==> src/rtl/vslru_pkg.sv <==
`timescale 1ns / 1ps
// ----------------------------------------------------------------------------
// vslru_pkg: shared types and codes
// Request codes and the command and status records that pass between the
// controller and the datapath.
// ----------------------------------------------------------------------------
package vslru_pkg;

  localparam logic [1:0] REQ_LOAD  = 2'd0;
  localparam logic [1:0] REQ_QUERY = 2'd1;
  localparam logic [1:0] REQ_FLUSH = 2'd2;
  localparam logic [1:0] REQ_NOP   = 2'd3;

  typedef struct packed {
    logic capture;
    logic flush;
    logic cap_write;
    logic lookup;
    logic evict;
    logic insert;
    logic promote;
  } vslru_cmd_t;

  typedef struct packed {
    logic too_large;
    logic found;
    logic need_evict;
    logic any_valid;
    logic is_load;
    logic is_query;
    logic is_flush;
  } vslru_status_t;

endpackage

==> src/rtl/vslru_if.sv <==
`timescale 1ns / 1ps
// ----------------------------------------------------------------------------
// vslru_req_if / vslru_rsp_if: request and result channels
// Valid/ready channels carrying the request and the result transaction.
// ----------------------------------------------------------------------------
interface vslru_req_if #(parameter int ID_BITS = 16, parameter int SIZE_BITS = 24);
  logic                 valid;
  logic                 ready;
  logic [1:0]           req_type;
  logic [ID_BITS-1:0]   kernel_id;
  logic [SIZE_BITS-1:0] kernel_size;
  modport source (output valid, req_type, kernel_id, kernel_size, input ready);
  modport sink   (input valid, req_type, kernel_id, kernel_size, output ready);
endinterface

interface vslru_rsp_if #(parameter int SIZE_BITS = 24);
  logic                 valid;
  logic                 ready;
  logic                 hit;
  logic                 too_large;
  logic [SIZE_BITS-1:0] free_bytes_now;
  logic [4:0]           evicted_count;
  modport source (output valid, hit, too_large, free_bytes_now, evicted_count, input ready);
  modport sink   (input valid, hit, too_large, free_bytes_now, evicted_count, output ready);
endinterface

==> src/rtl/vslru_ctrl.sv <==
`timescale 1ns / 1ps
// ----------------------------------------------------------------------------
// vslru_ctrl: request sequencer
// Steps one transaction through lookup, eviction, insertion and response.
// ----------------------------------------------------------------------------
module vslru_ctrl
  import vslru_pkg::*;
(
  input  logic          clk,
  input  logic          rst_n,
  input  logic          in_valid,
  output logic          in_ready,
  output logic          out_valid,
  input  logic          out_ready,
  input  logic          cfg_we,
  input  vslru_status_t sts,
  output vslru_cmd_t    cmd
);

  typedef enum logic [2:0] {S_IDLE, S_LOOK, S_EVICT, S_DONE, S_OUT} state_t;
  state_t state_r;
  logic   out_valid_r;

  assign in_ready  = (state_r == S_IDLE) && !out_valid_r;
  assign out_valid = out_valid_r;

  always_comb begin
    cmd           = '0;
    cmd.capture   = in_valid && in_ready;
    cmd.cap_write = cfg_we;
    case (state_r)
      S_LOOK: begin
        if (sts.is_flush) cmd.flush = 1'b1;
        else if (sts.is_load && !sts.too_large && sts.found) cmd.promote = 1'b1;
      end
      S_EVICT: begin
        if (sts.need_evict && sts.any_valid) cmd.evict = 1'b1;
        else cmd.insert = 1'b1;
      end
      default: ;
    endcase
  end

  always_ff @(posedge clk) begin
    if (!rst_n) begin
      state_r     <= S_IDLE;
      out_valid_r <= 1'b0;
    end else begin
      if (out_valid_r && out_ready) out_valid_r <= 1'b0;
      case (state_r)
        S_IDLE: if (in_valid && in_ready) state_r <= S_LOOK;
        S_LOOK: begin
          if (sts.is_load && !sts.too_large && !sts.found) state_r <= S_EVICT;
          else state_r <= S_DONE;
        end
        S_EVICT: if (!(sts.need_evict && sts.any_valid)) state_r <= S_DONE;
        S_DONE: begin
          out_valid_r <= 1'b1;
          state_r     <= S_IDLE;
        end
        default: state_r <= S_IDLE;
      endcase
    end
  end

endmodule

==> src/rtl/vslru_dp.sv <==
`timescale 1ns / 1ps
// ----------------------------------------------------------------------------
// vslru_dp: entry table datapath
// Holds the slot table, free byte count and the result fields.
// ----------------------------------------------------------------------------
module vslru_dp
  import vslru_pkg::*;
#(
  parameter int ENTRIES   = 16,
  parameter int ID_BITS   = 16,
  parameter int SIZE_BITS = 24
) (
  input  logic                 clk,
  input  logic                 rst_n,
  input  vslru_cmd_t           cmd,
  output vslru_status_t        sts,
  input  logic [SIZE_BITS-1:0] cfg_data,
  input  logic [1:0]           in_req_type,
  input  logic [ID_BITS-1:0]   in_kernel_id,
  input  logic [SIZE_BITS-1:0] in_kernel_size,
  output logic                 out_hit,
  output logic                 out_too_large,
  output logic [SIZE_BITS-1:0] out_free_bytes_now,
  output logic [4:0]           out_evicted_count
);

  localparam int RW = $clog2(ENTRIES);

  logic [ENTRIES-1:0]   valid_r;
  logic [ID_BITS-1:0]   key_r   [ENTRIES];
  logic [SIZE_BITS-1:0] bytes_r [ENTRIES];
  logic [RW-1:0]        rank_r  [ENTRIES];
  logic [SIZE_BITS-1:0] cap_r, free_r;
  logic [1:0]           req_r;
  logic [ID_BITS-1:0]   id_r;
  logic [SIZE_BITS-1:0] size_r;
  logic                 hit_r, big_r;
  logic [4:0]           evc_r;

  logic [ENTRIES-1:0] match, is_old;
  logic [RW-1:0]      hit_rank, old_idx, free_idx;
  logic [SIZE_BITS-1:0] old_bytes;
  logic               all_full;

  always_comb begin
    hit_rank = '0;
    old_idx  = '0;
    free_idx = '0;
    for (int i = 0; i < ENTRIES; i++) begin
      match[i]  = valid_r[i] && (key_r[i] == id_r);
      is_old[i] = valid_r[i] && (rank_r[i] == RW'($countones(valid_r) - 1));
      if (match[i]) hit_rank = rank_r[i];
      if (is_old[i]) old_idx = RW'(i);
    end
    for (int i = ENTRIES - 1; i >= 0; i--)
      if (!valid_r[i]) free_idx = RW'(i);
  end

  assign old_bytes = bytes_r[old_idx];
  assign all_full  = &valid_r;

  assign sts.too_large  = size_r > cap_r;
  assign sts.found      = |match;
  assign sts.need_evict = (size_r > free_r) || all_full;
  assign sts.any_valid  = |valid_r;
  assign sts.is_load    = req_r == REQ_LOAD;
  assign sts.is_query   = req_r == REQ_QUERY;
  assign sts.is_flush   = req_r == REQ_FLUSH;

  always_ff @(posedge clk) begin
    if (!rst_n) begin
      valid_r <= '0;
      cap_r   <= SIZE_BITS'(2097152);
      free_r  <= SIZE_BITS'(2097152);
    end else if (cmd.cap_write) begin
      valid_r <= '0;
      cap_r   <= cfg_data;
      free_r  <= cfg_data;
    end else begin
      if (cmd.flush) begin
        valid_r <= '0;
        free_r  <= cap_r;
      end
      if (cmd.promote) begin
        for (int i = 0; i < ENTRIES; i++)
          if (valid_r[i] && rank_r[i] < hit_rank) rank_r[i] <= rank_r[i] + 1'b1;
          else if (match[i]) rank_r[i] <= '0;
      end
      if (cmd.evict) begin
        valid_r[old_idx] <= 1'b0;
        free_r           <= free_r + old_bytes;
      end
      if (cmd.insert) begin
        for (int i = 0; i < ENTRIES; i++)
          if (valid_r[i]) rank_r[i] <= rank_r[i] + 1'b1;
          else if (RW'(i) == free_idx) rank_r[i] <= '0;
        valid_r[free_idx] <= 1'b1;
        key_r[free_idx]   <= id_r;
        bytes_r[free_idx] <= size_r;
        free_r <= (size_r <= free_r) ? free_r - size_r : '0;
      end
    end
  end

  always_ff @(posedge clk) begin
    if (cmd.capture) begin
      req_r  <= in_req_type;
      id_r   <= in_kernel_id;
      size_r <= in_kernel_size;
      hit_r  <= 1'b0;
      big_r  <= 1'b0;
      evc_r  <= '0;
    end else begin
      if (cmd.promote) hit_r <= 1'b1;
      if (sts.is_query && !cmd.evict && !cmd.insert) hit_r <= sts.found;
      if (sts.is_load && sts.too_large) big_r <= 1'b1;
      if (cmd.evict) evc_r <= evc_r + 5'd1;
    end
  end

  assign out_hit            = hit_r;
  assign out_too_large      = big_r;
  assign out_free_bytes_now = free_r;
  assign out_evicted_count  = evc_r;

endmodule

==> src/rtl/variable_size_lru_cache_top.sv <==
`timescale 1ns / 1ps
// ----------------------------------------------------------------------------
// variable_size_lru_cache_top: byte-capacity LRU residency tracker
// A load that misses steps through the lookup, evict and done states before
// its result comes out; the eviction loop retires one entry a cycle and then
// inserts the new one. Every other request goes from lookup straight to done.
// The next request is accepted in the cycle after the result is taken. A
// write of the capacity register empties the table. Free bytes come out as
// reported after the request.
// ----------------------------------------------------------------------------
module variable_size_lru_cache_top
  import vslru_pkg::*;
#(
  parameter int ENTRIES   = 16,
  parameter int ID_BITS   = 16,
  parameter int SIZE_BITS = 24
) (
  input  logic                 clk,
  input  logic                 rst_n,
  input  logic                 cfg_we,
  input  logic [SIZE_BITS-1:0] cfg_data,
  vslru_req_if.sink            in_ch,
  vslru_rsp_if.source          out_ch
);

  vslru_cmd_t    cmd;
  vslru_status_t sts;

  vslru_ctrl u_ctrl (
    .clk, .rst_n,
    .in_valid (in_ch.valid), .in_ready (in_ch.ready),
    .out_valid(out_ch.valid), .out_ready(out_ch.ready),
    .cfg_we, .sts, .cmd
  );

  vslru_dp #(.ENTRIES(ENTRIES), .ID_BITS(ID_BITS), .SIZE_BITS(SIZE_BITS)) u_dp (
    .clk, .rst_n, .cmd, .sts, .cfg_data,
    .in_req_type       (in_ch.req_type),
    .in_kernel_id      (in_ch.kernel_id),
    .in_kernel_size    (in_ch.kernel_size),
    .out_hit           (out_ch.hit),
    .out_too_large     (out_ch.too_large),
    .out_free_bytes_now(out_ch.free_bytes_now),
    .out_evicted_count (out_ch.evicted_count)
  );

  a_no_accept_busy: assert property (@(posedge clk) disable iff (!rst_n)
    out_ch.valid |-> !in_ch.ready) else $error("input accepted while result pending");
  a_result_excl: assert property (@(posedge clk) disable iff (!rst_n)
    out_ch.valid |-> !(out_ch.hit && out_ch.too_large)) else $error("hit with too_large");
  a_count_bound: assert property (@(posedge clk) disable iff (!rst_n)
    out_ch.valid |-> out_ch.evicted_count <= 5'(ENTRIES)) else $error("eviction count");

endmodule

==> src/flat_wrapper.sv <==
// flat-port wrapper written by rule: the top's interface ports become plain ports
module variable_size_lru_cache_top_flat import vslru_pkg::*;
#(
  parameter int ENTRIES   = 16,
  parameter int ID_BITS   = 16,
  parameter int SIZE_BITS = 24
)
  (clk, rst_n, cfg_we, cfg_data, in_ch_valid, in_ch_req_type, in_ch_kernel_id, in_ch_kernel_size, in_ch_ready, out_ch_valid, out_ch_hit, out_ch_too_large, out_ch_free_bytes_now, out_ch_evicted_count, out_ch_ready);
  vslru_req_if #(.ID_BITS(ID_BITS), .SIZE_BITS(SIZE_BITS)) in_ch_i ();
  vslru_rsp_if #(.SIZE_BITS(SIZE_BITS)) out_ch_i ();
  input  logic clk;
  input  logic rst_n;
  input  logic cfg_we;
  input  logic [SIZE_BITS-1:0] cfg_data;
  input wire logic [$bits(in_ch_i.valid)-1:0] in_ch_valid;
  input wire logic [$bits(in_ch_i.req_type)-1:0] in_ch_req_type;
  input wire logic [$bits(in_ch_i.kernel_id)-1:0] in_ch_kernel_id;
  input wire logic [$bits(in_ch_i.kernel_size)-1:0] in_ch_kernel_size;
  output wire logic [$bits(in_ch_i.ready)-1:0] in_ch_ready;
  output wire logic [$bits(out_ch_i.valid)-1:0] out_ch_valid;
  output wire logic [$bits(out_ch_i.hit)-1:0] out_ch_hit;
  output wire logic [$bits(out_ch_i.too_large)-1:0] out_ch_too_large;
  output wire logic [$bits(out_ch_i.free_bytes_now)-1:0] out_ch_free_bytes_now;
  output wire logic [$bits(out_ch_i.evicted_count)-1:0] out_ch_evicted_count;
  input wire logic [$bits(out_ch_i.ready)-1:0] out_ch_ready;
  assign in_ch_i.valid = in_ch_valid;
  assign in_ch_i.req_type = in_ch_req_type;
  assign in_ch_i.kernel_id = in_ch_kernel_id;
  assign in_ch_i.kernel_size = in_ch_kernel_size;
  assign in_ch_ready = in_ch_i.ready;
  assign out_ch_valid = out_ch_i.valid;
  assign out_ch_hit = out_ch_i.hit;
  assign out_ch_too_large = out_ch_i.too_large;
  assign out_ch_free_bytes_now = out_ch_i.free_bytes_now;
  assign out_ch_evicted_count = out_ch_i.evicted_count;
  assign out_ch_i.ready = out_ch_ready;
  variable_size_lru_cache_top #(.ENTRIES(ENTRIES), .ID_BITS(ID_BITS), .SIZE_BITS(SIZE_BITS)) u_core (.clk(clk), .rst_n(rst_n), .cfg_we(cfg_we), .cfg_data(cfg_data), .in_ch(in_ch_i), .out_ch(out_ch_i));
endmodule
==> config.mk <==
export PLATFORM = sky130hd
export DESIGN_NAME = variable_size_lru_cache_top_flat
export DESIGN_NICKNAME = d
export VERILOG_FILES = /design/src/rtl/vslru_pkg.sv /design/src/rtl/vslru_if.sv /design/src/rtl/vslru_ctrl.sv /design/src/rtl/vslru_dp.sv /design/src/rtl/variable_size_lru_cache_top.sv /design/src/flat_wrapper.sv
export SDC_FILE = /design/constraint.sdc
export NUM_CORES = 2
export LEC_CHECK = 0
export ABC_AREA = 0
export BUFFER_PORTS_ARGS = -buffer_cell sky130_fd_sc_hd__buf_2
export CORE_MARGIN = 2
export CORE_UTILIZATION = 40
export CTS_CLUSTER_SIZE = 25
export DETAILED_ROUTE_END_ITERATION = 10
export GPL_TIMING_DRIVEN = 0
export PLACE_DENSITY = 0.6
export SYNTH_ARGS = -nofsm -noshare
export SYNTH_HDL_FRONTEND = slang
export SYNTH_SLANG_ARGS = --single-unit
==> constraint.sdc <==
create_clock -name clk -period 8.2 [get_ports clk]
set_input_delay 1.23 -clock clk [delete_from_list [all_inputs] [get_ports clk]]
set_output_delay 1.23 -clock clk [all_outputs]
set_load 0.02 [all_outputs]
==> summary.txt <==
Power
  – Power density of the placed cells: 233 nW/um^2
  – PnR Total Power: 11,300 uW
  – Leakage power: 0.0172 uW
  – Sequential power share: 0.468
  – VDD IR max: 0.203 mV
  – Clock power share: 0.361
  – NetSw: 3380 uW
  – Sw Ratio: 0.298
  – Pint: 7970 uW
  – Logic pwr share: 0.171

Routing
  – DRT iter0 DRCs: 2,898
  – Vias per std cell: 5.76
  – DRT antenna net count: 0
  – Routed WL per cell: 25.7 um
  – DRT Wirelength: 132 mm
  – DR pass1 iterations: 6
  – # DRC: 0
  – DR vias: 29,688

Logic synthesis
  – Synth cell count leaders: edfxtp_1, nand2_1, nor2_1, xnor2_1, xor2_1
  – Post-synth top area share: 0.543
  – Cells after Synth: 3,426
  – Synthesis-stage register bit count: 820
  – Synth area leader: edfxtp_1
  – Mux contribution to synthesized area: 0.0136
  – Simple-gate share of the synthesized area: 0.134
  – Top_reg_cell synth: edfxtp_1
  – Post-synthesis xor/xnor area fraction: 0.0900
  – Ys async rst share: 0
  – Ranking of synthesized cells by area: edfxtp_1, ha_1, xnor2_1
  – Syn_area_per_cell: 12.0 um^2
  – Count leader, synth: edfxtp_1
  – EDFF count, synth: 742
  – Synth Area in Adders: 0.0506
  – Distinct cells, synth: 91
  – Syn_nets: 3,655
  – Sequential fraction of the synthesis area: 0.581
  – Compound-Gate Fraction of Synth Area: 0.101
  – Synth warnings: 0
  – Largest family of logic cells by synthesized area: simple AND/OR/NAND/NOR gates
  – Synth Cell Area: 41,000 um^2

Placement
  – Routability cong.: 0.928
  – Post-DP HPWL: 89.9 mm
  – IO Port Bufs: 103
  – Cell area after placement: 44,000 um^2
  – Dpl cells: 4,924

Clock network
  – Clock-pin slew on the worst setup and hold paths: 0.06 ns
  – Clock Latency Late Sink: 0.69 ns
  – CTS tree: yes
  – CTS Buffer Depth: 3
  – CTS Sinks: 820
  – CTS Root Cell: clkbuf_16
  – Htree depth: 3
  – CTS buffer count: 90
  – Post-cts hold buffer count: 0

Setup path
  – Worst EP required: 8.77 ns
  – Crit path from: u_core.u_dp.valid_r[8]$_SDFF_PP0_
  – Largest stage delay, worst path: 0.55 ns
  – Critical path peak fanout: 7
  – CP max-delay cell: fa_2
  – RR Startpoint: u_core.u_dp.valid_r[8]$_SDFF_PP0_
  – CP Launch Type: register
  – Crit path max-delay family: adder cells
  – Worst Path Arrival: 9.66 ns
  – Worst Path Buf+Inv: 12
  – Crit path capture type: register
  – Crit Path Class: register to register

Final layout
  – Register area: 23,900 um^2
  – Multi-input gate area: 16,900 um^2
  – Fillcell total: 9,078
  – Nets: 3,941
  – Post-route cell area: 48,600 um^2
  – Post-route non-filler standard cell count: 5,158
  – Layout cells sized above 1: 0.159
  – Area growth syn-to-layout: 18.5%

Global route
  – GR Overflow Total: 0
  – Largest net degree at the start of global routing: 38
  – Gr busiest metal: met2
  – Global-route wire length before repair: 191 mm
  – Initial antenna violation count: 2
  – Overall routing resource usage: 0.248
  – M1 GR Usage: 0.325
  – Vias in the first global route: 28,416
  – Met3 Resource Use GR: 0.0337
  – GRT met2 Usage: 0.417

Floorplan
  – Die Ht: 324 um
  – Starting Density: 0.403
  – Full die area: 105,000 um^2
  – Core Area: 102,000 um^2
  – Chip Width: 324 um
  – Row cnt: 117
  – Top Ports: 104

Timing
  – Final WS setup: -0.891 ns
  – Skew final: 0.0350 ns
  – RSZ-0062 raised after global routing: yes
  – Max-slew headroom at the worst pin: 0.0223
  – Count of pins over their slew limit: 0
  – Tcrit/Tclk final: 1.11
  – Worst-Margin Slew: 1.45 ns
  – Time the worst path needs with I/O delays and setup: 9.09 ns
  – Fmax: 110 MHz
  – Fin. Hold Viols: 0
  – # setup viols final: 18

Min path
  – HP Start: u_core.u_dp.out_too_large$_SDFFE_PP0P_
  – Worst min-delay path class: register to register

Outcome
  – Status: finished with violations
  – Violated checks: max-capacitance violations, negative setup slack

Job
  – Max Cap Violations: 1
cell families after synthesis:
| kind of cell | after synthesis |
|---|---|
| compound gates | 592 |
| flops | 820 |
| simple gates | 1106 |
| mux | 55 |
| fa+ha+maj | 158 |
| buf+inv | 298 |
| xor+xnor | 397 |
flip-flops by register name, indices dropped and copies added, names as in the netlist:
name and cells:
u_core.u_dp.out_hit 1, u_core.u_dp.valid_r 16, u_core.u_dp.id_r 16, u_core.u_dp.req_r 2
u_core.u_ctrl.state_r 2, u_core.u_dp.bytes_r 384, u_core.u_dp.key_r 256, u_core.u_dp.size_r 24
u_core.u_dp.cap_r 24, u_core.u_dp.rank_r 64, u_core.u_dp.out_too_large 1, u_core.u_dp.out_free_bytes_now 24
u_core.u_dp.out_evicted_count 5, u_core.u_ctrl.out_valid 1
worst min-delay path: cells and delay by family (launching register included):
kind	cells	cell delay (ns)
AOI/OAI and AO/OA	1	0.05
DFF	1	0.34
and+or+nand+nor	1	0.07
through the flow:
stage / setup WS, ns / hold slack, ns / TNS (ns) / utilization
final: -0.891 / 0.501 / -11.00 / 0.478
after global routing: -1.11 / 0.528 / -16.39 / 0.478
after CTS: -0.781 / 0.513 / -10.62 / 0.473
after detailed placement: -3.19 / 0.483 / -60.47 / 0.432
after global placement: -2.94 / 0.464 / -94.33 / 0.426
after floorplan: 0.00285 / 0.466 / 0 / -
final cells by class:
cell class	count	area share
multi-input combinational	2308	0.347
clock buffer	118	0.0500
tap	1368	0.0352
sequential	820	0.491
clock inverter	50	0.0110
timing repair buffer	203	0.0351
buffer	153	0.0200
inverter	136	0.0107
antenna	2	0.000103
layer usage:
layer / share of wire / vias up / wire length [um]
met3: 0.065 / 264 / 8640
li1: - / 13370 / -
met4: 0.041 / 0 / 5450
met2: 0.48 / 1228 / 64200
met5: 0 / - / 0
met1: 0.41 / 14826 / 54100
cell usage in the layout (no fill, tap or decap), types with 22 or more instances in the layout:
master / instances
edfxtp_1: 742
nand2_1: 353
nor2_1: 198
xnor2_1: 194
xor2_1: 179
nand3_1: 157
buf_2: 135
ha_1: 135
inv_1: 124
clkbuf_16: 94
o21ai_0: 90
a21oi_1: 86
o221ai_1: 84
clkbuf_1: 81
buf_4: 76
dfxtp_1: 75
nand4_1: 59
nor2b_1: 54
mux2i_1: 47
nor4_1: 46
nor3_1: 37
o211ai_1: 34
a31oi_1: 26
buf_12: 25
a21o_1: 25
o21ai_1: 24
nand2b_1: 22
clkinv_1: 22
worst paths after layout:
path | cells past startpoint | endpoint | slack [ns]
setup / recovery | 42 | u_core.u_dp.out_free_bytes_now[19]$_SDFFE_PN0P_ | -0.89
hold / removal | 2 | u_core.u_dp.out_too_large$_SDFFE_PP0P_ | 0.50
setup reg to reg | 42 | u_core.u_dp.out_free_bytes_now[19]$_SDFFE_PN0P_ | -0.89
hold reg to reg | 2 | u_core.u_dp.out_too_large$_SDFFE_PP0P_ | 0.50
power by group through the flow:
stage               logic (uW)  registers [uW]  clock network (uW)
floorplan                 1230            5150                   0
global placement          1750            5400                   0
detailed placement        1790            5400                   0
CTS                       1870            5310                4140
global route              2110            5320                4290
finish                    1940            5320                4090
timing repair:
item	4_1_cts	5_1_grt
gates resized for setup	205	64
buffers inserted	33	37
setup endpoints to repair	25	31
gates cloned	0	2
pin swaps	53	69
(Power assumes the default switching activity.)
